File: src/sv/ppl_pkg.sv
// Shared types, constants and helper functions of the pure pursuit lookahead point block.
package ppl_pkg;

    localparam int CW  = 32;          // coordinate width
    localparam int FB  = 16;          // fraction bits
    localparam int RW  = CW - 1;      // radius width
    localparam int XW  = 64;          // working width of intermediates
    localparam int PW  = 2 * XW;      // full product width
    localparam int DVW = XW + FB;     // dividend width after the fraction shift
    localparam int NUDGE_I = ((3 << FB) + 500) / 1000;

    typedef logic signed [XW-1:0] t_x;
    typedef logic [PW-1:0]        t_p;

    localparam t_x LIM   = {3'b000, {(XW-3){1'b1}}};
    localparam t_x ONE   = t_x'(64'd1 << FB);
    localparam t_x NUDGE = t_x'(NUDGE_I);
    localparam t_x CMAX  = t_x'((64'd1 << (CW - 1)) - 64'd1);
    localparam t_x CMIN  = -CMAX - t_x'(1);

    typedef enum logic [4:0] {
        OP_NONE  = 5'd0,
        OP_NUDGE = 5'd1,
        OP_DIFF  = 5'd2,
        OP_SLOPE = 5'd3,
        OP_C     = 5'd4,
        OP_A     = 5'd5,
        OP_BH    = 5'd6,
        OP_CC1   = 5'd7,
        OP_CC2   = 5'd8,
        OP_P     = 5'd9,
        OP_Q     = 5'd10,
        OP_DISC  = 5'd11,
        OP_SQRT  = 5'd12,
        OP_U     = 5'd13,
        OP_V     = 5'd14,
        OP_NEXT  = 5'd15,
        OP_E0X   = 5'd16,
        OP_E0Y   = 5'd17,
        OP_E1X   = 5'd18,
        OP_E1Y   = 5'd19,
        OP_PICK  = 5'd20,
        OP_EMIT  = 5'd21
    } t_op;

    typedef struct packed {
        t_op  op;
        logic go;
    } t_cmd;

    typedef struct packed {
        logic done;
        logic first;
        logic last;
        logic no_root;
        logic keep;
        logic k;
        logic two;
        logic out_free;
    } t_sts;

    function automatic logic [XW-1:0] f_abs(input t_x v);
        return v[XW-1] ? (~v + 1'b1) : v;
    endfunction

    function automatic t_x f_clamp(input t_x v);
        if (v > LIM) return LIM;
        if (v < -LIM) return -LIM;
        return v;
    endfunction

    function automatic logic signed [CW-1:0] f_coord(input t_x v);
        if (v > CMAX) return CMAX[CW-1:0];
        if (v < CMIN) return CMIN[CW-1:0];
        return v[CW-1:0];
    endfunction

endpackage

File: src/sv/ppl_ctrl.sv
// Controller: sequences one segment through the datapath's shared units.
module ppl_ctrl (
    input  logic           i_clk,
    input  logic           i_rst_n,
    input  logic           i_acc,
    input  ppl_pkg::t_sts  i_sts,
    output ppl_pkg::t_cmd  o_cmd,
    output logic           o_ready
);
    import ppl_pkg::*;

    typedef enum logic [23:0] {
        S_IDLE   = 24'h000001,
        S_BRANCH = 24'h000002,
        S_NUDGE  = 24'h000004,
        S_DIFF   = 24'h000008,
        S_SLOPE  = 24'h000010,
        S_MC     = 24'h000020,
        S_MA     = 24'h000040,
        S_MBH    = 24'h000080,
        S_MCC1   = 24'h000100,
        S_MCC2   = 24'h000200,
        S_MP     = 24'h000400,
        S_MQ     = 24'h000800,
        S_DISC   = 24'h001000,
        S_SQRT   = 24'h002000,
        S_DU     = 24'h004000,
        S_XR     = 24'h008000,
        S_MV     = 24'h010000,
        S_NEXT   = 24'h020000,
        S_E0X    = 24'h040000,
        S_E0Y    = 24'h080000,
        S_E1X    = 24'h100000,
        S_E1Y    = 24'h200000,
        S_PICK   = 24'h400000,
        S_EMIT   = 24'h800000
    } t_state;

    t_state r_state, n_state, w_fin, w_after;
    logic   r_issued, n_issued, w_unit;
    t_op    w_op;

    always_comb begin
        w_fin   = i_sts.last ? S_EMIT : S_IDLE;
        n_state = r_state;
        w_op    = OP_NONE;
        w_unit  = 1'b0;
        w_after = r_state;
        case (r_state)
            S_IDLE:   if (i_acc) n_state = S_BRANCH;
            S_BRANCH: n_state = i_sts.first ? w_fin : S_NUDGE;
            S_NUDGE:  begin w_op = OP_NUDGE; n_state = S_DIFF; end
            S_DIFF:   begin w_op = OP_DIFF;  n_state = S_SLOPE; end
            S_SLOPE:  begin w_op = OP_SLOPE; w_unit = 1'b1; w_after = S_MC;   end
            S_MC:     begin w_op = OP_C;     w_unit = 1'b1; w_after = S_MA;   end
            S_MA:     begin w_op = OP_A;     w_unit = 1'b1; w_after = S_MBH;  end
            S_MBH:    begin w_op = OP_BH;    w_unit = 1'b1; w_after = S_MCC1; end
            S_MCC1:   begin w_op = OP_CC1;   w_unit = 1'b1; w_after = S_MCC2; end
            S_MCC2:   begin w_op = OP_CC2;   w_unit = 1'b1; w_after = S_MP;   end
            S_MP:     begin w_op = OP_P;     w_unit = 1'b1; w_after = S_MQ;   end
            S_MQ:     begin w_op = OP_Q;     w_unit = 1'b1; w_after = S_DISC; end
            S_DISC: begin
                w_op    = OP_DISC;
                n_state = i_sts.no_root ? w_fin : S_SQRT;
            end
            S_SQRT:   begin w_op = OP_SQRT;  w_unit = 1'b1; w_after = S_DU;   end
            S_DU:     begin w_op = OP_U;     w_unit = 1'b1; w_after = S_XR;   end
            S_XR:     n_state = i_sts.keep ? S_MV : S_NEXT;
            S_MV:     begin w_op = OP_V;     w_unit = 1'b1; w_after = S_NEXT; end
            S_NEXT: begin
                // second pass takes the minus root
                w_op = OP_NEXT;
                if (!i_sts.k) n_state = S_DU;
                else          n_state = i_sts.two ? S_E0X : S_PICK;
            end
            S_E0X:    begin w_op = OP_E0X;   w_unit = 1'b1; w_after = S_E0Y;  end
            S_E0Y:    begin w_op = OP_E0Y;   w_unit = 1'b1; w_after = S_E1X;  end
            S_E1X:    begin w_op = OP_E1X;   w_unit = 1'b1; w_after = S_E1Y;  end
            S_E1Y:    begin w_op = OP_E1Y;   w_unit = 1'b1; w_after = S_PICK; end
            S_PICK:   begin w_op = OP_PICK;  n_state = w_fin; end
            S_EMIT: begin
                w_op = OP_EMIT;
                if (i_sts.out_free) n_state = S_IDLE;
            end
            default:  n_state = S_IDLE;
        endcase
        if (w_unit && i_sts.done) n_state = w_after;
    end

    always_comb begin
        o_cmd.op = w_op;
        o_cmd.go = w_unit && !r_issued;
        if (i_sts.done)    n_issued = 1'b0;
        else if (o_cmd.go) n_issued = 1'b1;
        else               n_issued = r_issued;
    end

    always_ff @(posedge i_clk) begin
        if (!i_rst_n) begin
            r_state  <= S_IDLE;
            r_issued <= 1'b0;
        end else begin
            r_state  <= n_state;
            r_issued <= n_issued;
        end
    end

    assign o_ready = (r_state == S_IDLE);

endmodule

File: config.mk
export PLATFORM = sky130hd
export DESIGN_NAME = ppl_ctrl
export DESIGN_NICKNAME = d
export VERILOG_FILES = /design/src/sv/ppl_pkg.sv /design/src/sv/ppl_ctrl.sv
export SDC_FILE = /design/constraint.sdc
export NUM_CORES = 1
export LEC_CHECK = 0
export ABC_AREA = 1
export BUFFER_PORTS_ARGS = -buffer_cell sky130_fd_sc_hd__buf_2
export CAP_MARGIN = 30
export CELL_PAD_IN_SITES_DETAIL_PLACEMENT = 1
export CELL_PAD_IN_SITES_GLOBAL_PLACEMENT = 2
export CORE_ASPECT_RATIO = 0.6
export CORE_MARGIN = 5
export CORE_UTILIZATION = 30
export CTS_BUF_LIST = sky130_fd_sc_hd__clkbuf_2
export CTS_CLUSTER_SIZE = 10
export DETAILED_ROUTE_END_ITERATION = 8
export PLACE_DENSITY = 0.77
export REMOVE_ABC_BUFFERS = 1
export SYNTH_ARGS = -nofsm -noshare
export SYNTH_HDL_FRONTEND = slang
export SYNTH_SLANG_ARGS = --single-unit
File: constraint.sdc
create_clock -name i_clk -period 1.9 [get_ports i_clk]
set_clock_uncertainty 0.05 [all_clocks]
set_input_delay 0.095 -clock i_clk [delete_from_list [all_inputs] [get_ports i_clk]]
set_output_delay 0.095 -clock i_clk [all_outputs]
set_load 0.01 [all_outputs]
==> results of run 1 <==
## metal layers
metal / vias to the layer above / GRT usage [%] / share of wire, %
met4: 0 / 4.08 / 2.4
met1: 1526 / 32.8 / 44
li1: 1308 / - / -
met2: 145 / 39.0 / 46
met5: - / 0 / 0
met3: 32 / 4.08 / 7.7
## where the power goes
group,total (W),internal [W],leakage (nW),switching [W]
clock network,0.000245,0.0000554,0.0166,0.000189
registers,0.000702,0.000616,0.215,0.0000857
logic,0.00442,0.00188,1.62,0.00254
total,0.00536,0.00255,1.85,0.00281
## cells by family (layout without fill, tap and decap cells)
kind of cell	count (synthesis)	in the layout	synth area share, %
flip-flops	25	25	25.6
buffers and inverters	51	190	11.8
AND/OR/NAND/NOR	218	218	56.2
AO/OA/AOI/OAI	24	24	6.41
## through the flow
step	setup TNS, ns	std cells	area, µm²
after floorplan	-0.478	311	1890
after global placement	-4.71	492	2730
after detailed placement	-5.66	492	2730
after CTS	-7.88	528	3490
after global routing	-14.09	541	3990
final	-12.54	541	3990
## sequential cells by signal (all words and copies together) (netlist names)
| name | cells |
|---|---|
| r_issued | 1 |
| r_state | 24 |
## cell type report
class,count,area (µm²),share of cell area [%]
repair buffers,142,1250,31.3
inverters,44,180,4.52
well taps,84,105,2.63
flip-flops and latches,25,546,13.7
clock buffers,4,20.0,0.502
multi-input cells,242,1890,47.4
## synthesized netlist by cell type
master / count / area share, %
nand2_1: 50 / 9.6
buf_2: 1 / 0.26
nor3_1: 14 / 3.6
nor2_4: 5 / 2.9
nor4_1: 3 / 0.96
o21ai_0: 9 / 2.3
inv_1: 42 / 8.1
clkbuf_1: 1 / 0.19
a21oi_1: 13 / 3.3
nor3b_1: 1 / 0.38
a21oi_2: 1 / 0.45
nand3b_1: 3 / 1.2
buf_6: 5 / 2.9
or2_2: 1 / 0.32
nand3_1: 42 / 11
nor2_2: 7 / 2.2
nand2_2: 13 / 4.2
a31oi_1: 1 / 0.32
nor2_1: 64 / 12
nand2_4: 2 / 1.2
nor3_2: 2 / 1.0
nand4_1: 5 / 1.6
nor2_8: 1 / 1.0
dfxtp_1: 25 / 26
nand3_2: 4 / 2.1
inv_2: 2 / 0.38
nand3_4: 1 / 0.90
## worst max-delay path by stage
stage                             end  depth (start not counted)  slack, ns
after floorplan           r_state[23]                         12      -0.09
after global placement     r_state[7]                         12      -0.32
after detailed placement  r_state[17]                         13      -0.32
after CTS                    o_cmd[0]                         12      -0.32
after global routing      r_state[14]                         16      -0.56
final                     r_state[14]                         16      -0.55
## critical path, delay by kind of cell (launching register included)
family,cells,cell delay [ns]
AND/OR/NAND/NOR,12,1.30
flip-flops,1,0.44
buffers and inverters,4,0.55
## repair_timing
item,in CTS,in global routing
hold buffers,9,0
setup endpoints to repair,32,32
hold endpoints to repair,9,0
pin swaps,40,53
resized for setup,127,106
buffers inserted,24,20
==> run metrics, run 1 <==
Hold Crit Start=i_sts[0]; PD cells=1340 mW/mm²; reg-to-reg slack, setup=-0.55 ns; post-route clock period utilization=129%; starting DRC count in detailed routing=192; Distinct cells, synth=27; worst r2r dst=r_state[14]; CTS sink count=25; ant diodes=0; P_leak=1.85 nW; FF+latch count, synth=25; row cnt=22; most common cell after layout, fill and taps aside=buf_4; Ys Warns=0; Seq/Total Area, Yosys=25.6%; dpl ws=-0.321 ns; crit path capture type=register; share of cells above drive strength 1=66.7%; first-pass GRT wire length=15.2 mm; clock latency on the worst-skew pair=0.39 ns; DRC viols=0; Data required, critical path=2.14 ns; total track usage=23.6%; Synth Area per Inst=6.14 µm²; GP Congestion=0.904; Slew Limit Fails=0; Post-Synthesis Cells=318; H-tree depth=1; port bufs=17; chip height=72.5 µm; crit path from=r_state[22]; vias in the first global route=2861; Nets=469; Worst-path clk slew=0.29 ns; Pre-antenna DRT Iters=4; starting density of the core=31.4%; hold depth=7; synth-to-layout area growth=104%; Slowest-stage cell, CP=dfxtp_4; CTS tree=done; most frequent cells in the layout=buf_4, inv_1, nor2_1; RSZ-0062 raised after global routing=true; Fmax achieved=409 MHz; vias per inst=5.57; cell mode on critical path=nor2_1; # IOs=18; Tmin final=2.45 ns; max capacitance violation total=0; mean routed wirelength per cell=23.4 µm; initial antenna violation count=0; WL final=12.7 mm; worst path cell trace=nor2_4 -> nand2_2 -> buf_4 -> buf_4 -> nor2_1 -> nand3_1 -> nand2_2 -> inv_2 -> nand2_4 -> nor2_4 -> nand3_4 -> buf_6 -> nand2_4 -> nand2_1 -> nor2_1 -> nor2_1; grt ovf=0; CTS Buffer Depth=2; post-route setup slack=-0.546 ns; R2R cell count=16; Hold Crit Class=input port to register; final antenna-violating net count=0; worst hold endpoint=r_state[2]; Relative slew margins=54.2%; critical path launch point type=register; VDD IR max=1080 µV; core region area=0.00622 mm²; Num CTS Buffers=3; HPWL Detailed=6.68 mm; setup violation total in the final timing report=32; CP max FO=5; run status=complete, but fails checks; Post-Syn Area=0.00195 mm²; failing checks=setup timing; die area=0.00827 mm²; root buf cell=clkbuf_2; WHS=0.402 ns; Fin. Hold Viols=0; CP Class=register to register; Worst-Margin Slew=0.686 ns; Tot Pwr=0.00536 W; Crit path largest cell delay=0.44 ns; R2R Path Start=r_state[22]; via count=3011; layout filler cell count=744; final core utilization=64.1%; Worst Path Arrival=2.69 ns; Die Wd=114 µm; largest net degree at the start of global routing=14
Note: power is estimated with default switching activity, not from simulation.
==> inputs of run 2 (changes only) <==
--- a/config.mk
+++ b/config.mk
@@ -5,18 +5,17 @@
 export SDC_FILE = /design/constraint.sdc
 export NUM_CORES = 1
 export LEC_CHECK = 0
-export ABC_AREA = 1
 export BUFFER_PORTS_ARGS = -buffer_cell sky130_fd_sc_hd__buf_2
 export CAP_MARGIN = 30
 export CELL_PAD_IN_SITES_DETAIL_PLACEMENT = 1
 export CELL_PAD_IN_SITES_GLOBAL_PLACEMENT = 2
 export CORE_ASPECT_RATIO = 0.6
 export CORE_MARGIN = 5
-export CORE_UTILIZATION = 30
+export CORE_UTILIZATION = 32
 export CTS_BUF_LIST = sky130_fd_sc_hd__clkbuf_2
 export CTS_CLUSTER_SIZE = 10
 export DETAILED_ROUTE_END_ITERATION = 8
-export PLACE_DENSITY = 0.77
+export PLACE_DENSITY = 0.75
 export REMOVE_ABC_BUFFERS = 1
 export SYNTH_ARGS = -nofsm -noshare
 export SYNTH_HDL_FRONTEND = slang
==> constraint.sdc (replaced) <==
create_clock -name i_clk -period 1.9 [get_ports i_clk]
set_clock_uncertainty 0.05 [all_clocks]
set_input_delay 0.475 -clock i_clk [delete_from_list [all_inputs] [get_ports i_clk]]
set_output_delay 0.475 -clock i_clk [all_outputs]
set_load 0.01 [all_outputs]
==> run metrics, run 2 <==
run status=complete, but fails checks; failing checks=setup timing; starting density of the core=33.0%; DRC viols=0; Post-Syn Area=0.00167 mm²; Post-synth ARST share=0%; Post-synth top cells=dfxtp_1, nor2_1, nor3_1; port bufs=17; vias in the first global route=2392; CP max FO=2; Slew Limit Fails=0; Pre-antenna DRT Iters=5; Post-Synthesis Cells=206; Synth Area per Inst=8.10 µm²; Worst Path Arrival=2.83 ns; chip height=65.9 µm; mean routed wirelength per cell=25.7 µm; HPWL Detailed=5.66 mm; layout filler cell count=583; GP Congestion=0.885; CTS sink count=25; main area contributors after synthesis=dfxtp_1, nor2_1, nor3_1; root buf cell=clkbuf_2; Cells after DPL=350; row cnt=20; EDFF count, synth=0; most frequent cells in the layout=buf_4, buf_6, dfxtp_2; Seq/Total Area, Yosys=30.0%; H-tree depth=1; WL final=10.1 mm; CTS tree=done; Hold Buf Count CTS=0; first-pass GRT wire length=13.5 mm; clock share of power=18.1%; Ys Warns=0; Global Route met2 Usage=40.2%; setup violation total in the final timing report=32; WHS=0.157 ns; RSZ-0062 raised after global routing=true; PD cells=454 mW/mm²; via count=2384; # IOs=18; Tot Pwr=0.00141 W; CP Class=register to primary output; share of cells above drive strength 1=63.2%; Distinct cells, synth=53; Switch Pwr=0.000524 W; grt ovf=0; P_leak=1.35 nW; Fmax achieved=298 MHz; Die Wd=103 µm; dpl ws=-1.23 ns; clock latency on the worst-skew pair=0.43 ns; non-filler cells, final=392; total track usage=26.7%; Fin. Hold Viols=0; Hold Crit Class=input port to register; Num CTS Buffers=3; core region area=0.00505 mm²; max reg flops=24; largest net degree at the start of global routing=16; sequential fraction of design power=39.1%; starting DRC count in detailed routing=248; final antenna-violating net count=0; die area=0.00680 mm²; internal power=0.000882 W; critical path launch point type=register; gr busiest metal=met2; post-route clock period utilization=176%; area leader, netlist=dfxtp_1; Tmin final=3.35 ns; Relative slew margins=58.1%; most frequent cell after synthesis=dfxtp_1; met3 usage=5.06%; Nets=338; max capacitance violation total=0; most common cell after layout, fill and taps aside=buf_4; post-route setup slack=-1.45 ns; ys flop type=dfxtp_1; Worst-path clk slew=0.30 ns; Top reg by flops=r_state; Top Registers=r_state: 24 flops, r_issued: 1 flops; crit path capture type=primary output; initial antenna violation count=0; VDD IR max=272 µV; CTS Buffer Depth=2; FF+latch count, synth=25; Data required, critical path=1.37 ns; final core utilization=61.3%; ant diodes=0; M1 GR Usage=37.0%; Worst-Margin Slew=0.624 ns; top cell type's share of synthesized area=30.0%; vias per inst=6.08; Sw Ratio=37.3%; synth-to-layout area growth=85.8%; Gate power share=42.8%
## run 2: area by class of cell
cell class / instances / area (µm²) / area share (%)
Timing Repair Buffer: 125 / 1000 / 32.4
Multi-Input combinational cell: 164 / 1430 / 46.2
Inverter: 8 / 30.0 / 0.969
Clock buffer: 3 / 15.0 / 0.484
Sequential cell: 25 / 528 / 17.0
Tap cell: 66 / 82.6 / 2.66
Clock inverter: 1 / 7.51 / 0.242
## run 2: worst paths after layout
| check | from | to | slack [ns] | cells past startpoint |
|---|---|---|---|---|
| worst max register to register | r_state[13] | r_state[19] | -1.16 | 12 |
| worst max-delay path | r_state[22] | o_cmd[1] | -1.45 | 7 |
| worst min register to register | r_issued | r_issued | 0.53 | 2 |
| worst min-delay path | i_sts[6] | r_state[2] | 0.16 | 2 |
## run 2: power groups by stage
stage	Sequential, W	Combinational (W)	Clock [W]
3_5_place_dp	0.000553	0.000391	0
6_report	0.000550	0.000602	0.000254
3_3_place_gp	0.000552	0.000383	0
4_1_cts	0.000547	0.000474	0.000253
2_1_floorplan	0.000558	0.000172	0
5_1_grt	0.000550	0.000629	0.000281
## run 2: timing repair
action | CTS | global route
gates cloned | 0 | 0
gates resized for setup | 73 | 39
pin swaps | 22 | 15
setup buffers | 26 | 15
setup endpoints to repair | 32 | 32
## run 2: critical path, cell delays in order, from the launching register on
cell	delay, ns
dfxtp_2	0.41
nor4_4	0.42
nand2_2	0.10
or4_4	0.54
or4b_4	0.51
o211ai_1	0.12
or4_1	0.16
buf_2	0.14
## run 2: cells by family (layout without fill, tap and decap cells)
kind of cell | after synthesis | count (layout) | share of synthesized area (%)
AND/OR/NAND/NOR | 125 | 125 | 47.3
XOR/XNOR | 5 | 5 | 2.63
buffers and inverters | 17 | 137 | 4.73
AO/OA/AOI/OAI | 33 | 33 | 14.8
flip-flops | 25 | 25 | 30.0
multiplexers | 1 | 1 | 0.600
## run 2: through the flow
stage / area, µm² / TNS (ns)
finish: 3100 / -30.95
global route: 3100 / -32.91
CTS: 2820 / -28.56
detailed placement: 2310 / -31.82
global placement: 2310 / -30.85
floorplan: 1620 / -17.59
## run 2: layer usage
metal / share of wire (%) / vias up
li1: - / 1038
met1: 45 / 1182
met2: 44 / 124
met3: 7.9 / 40
met4: 3.9 / 0
met5: 0 / -
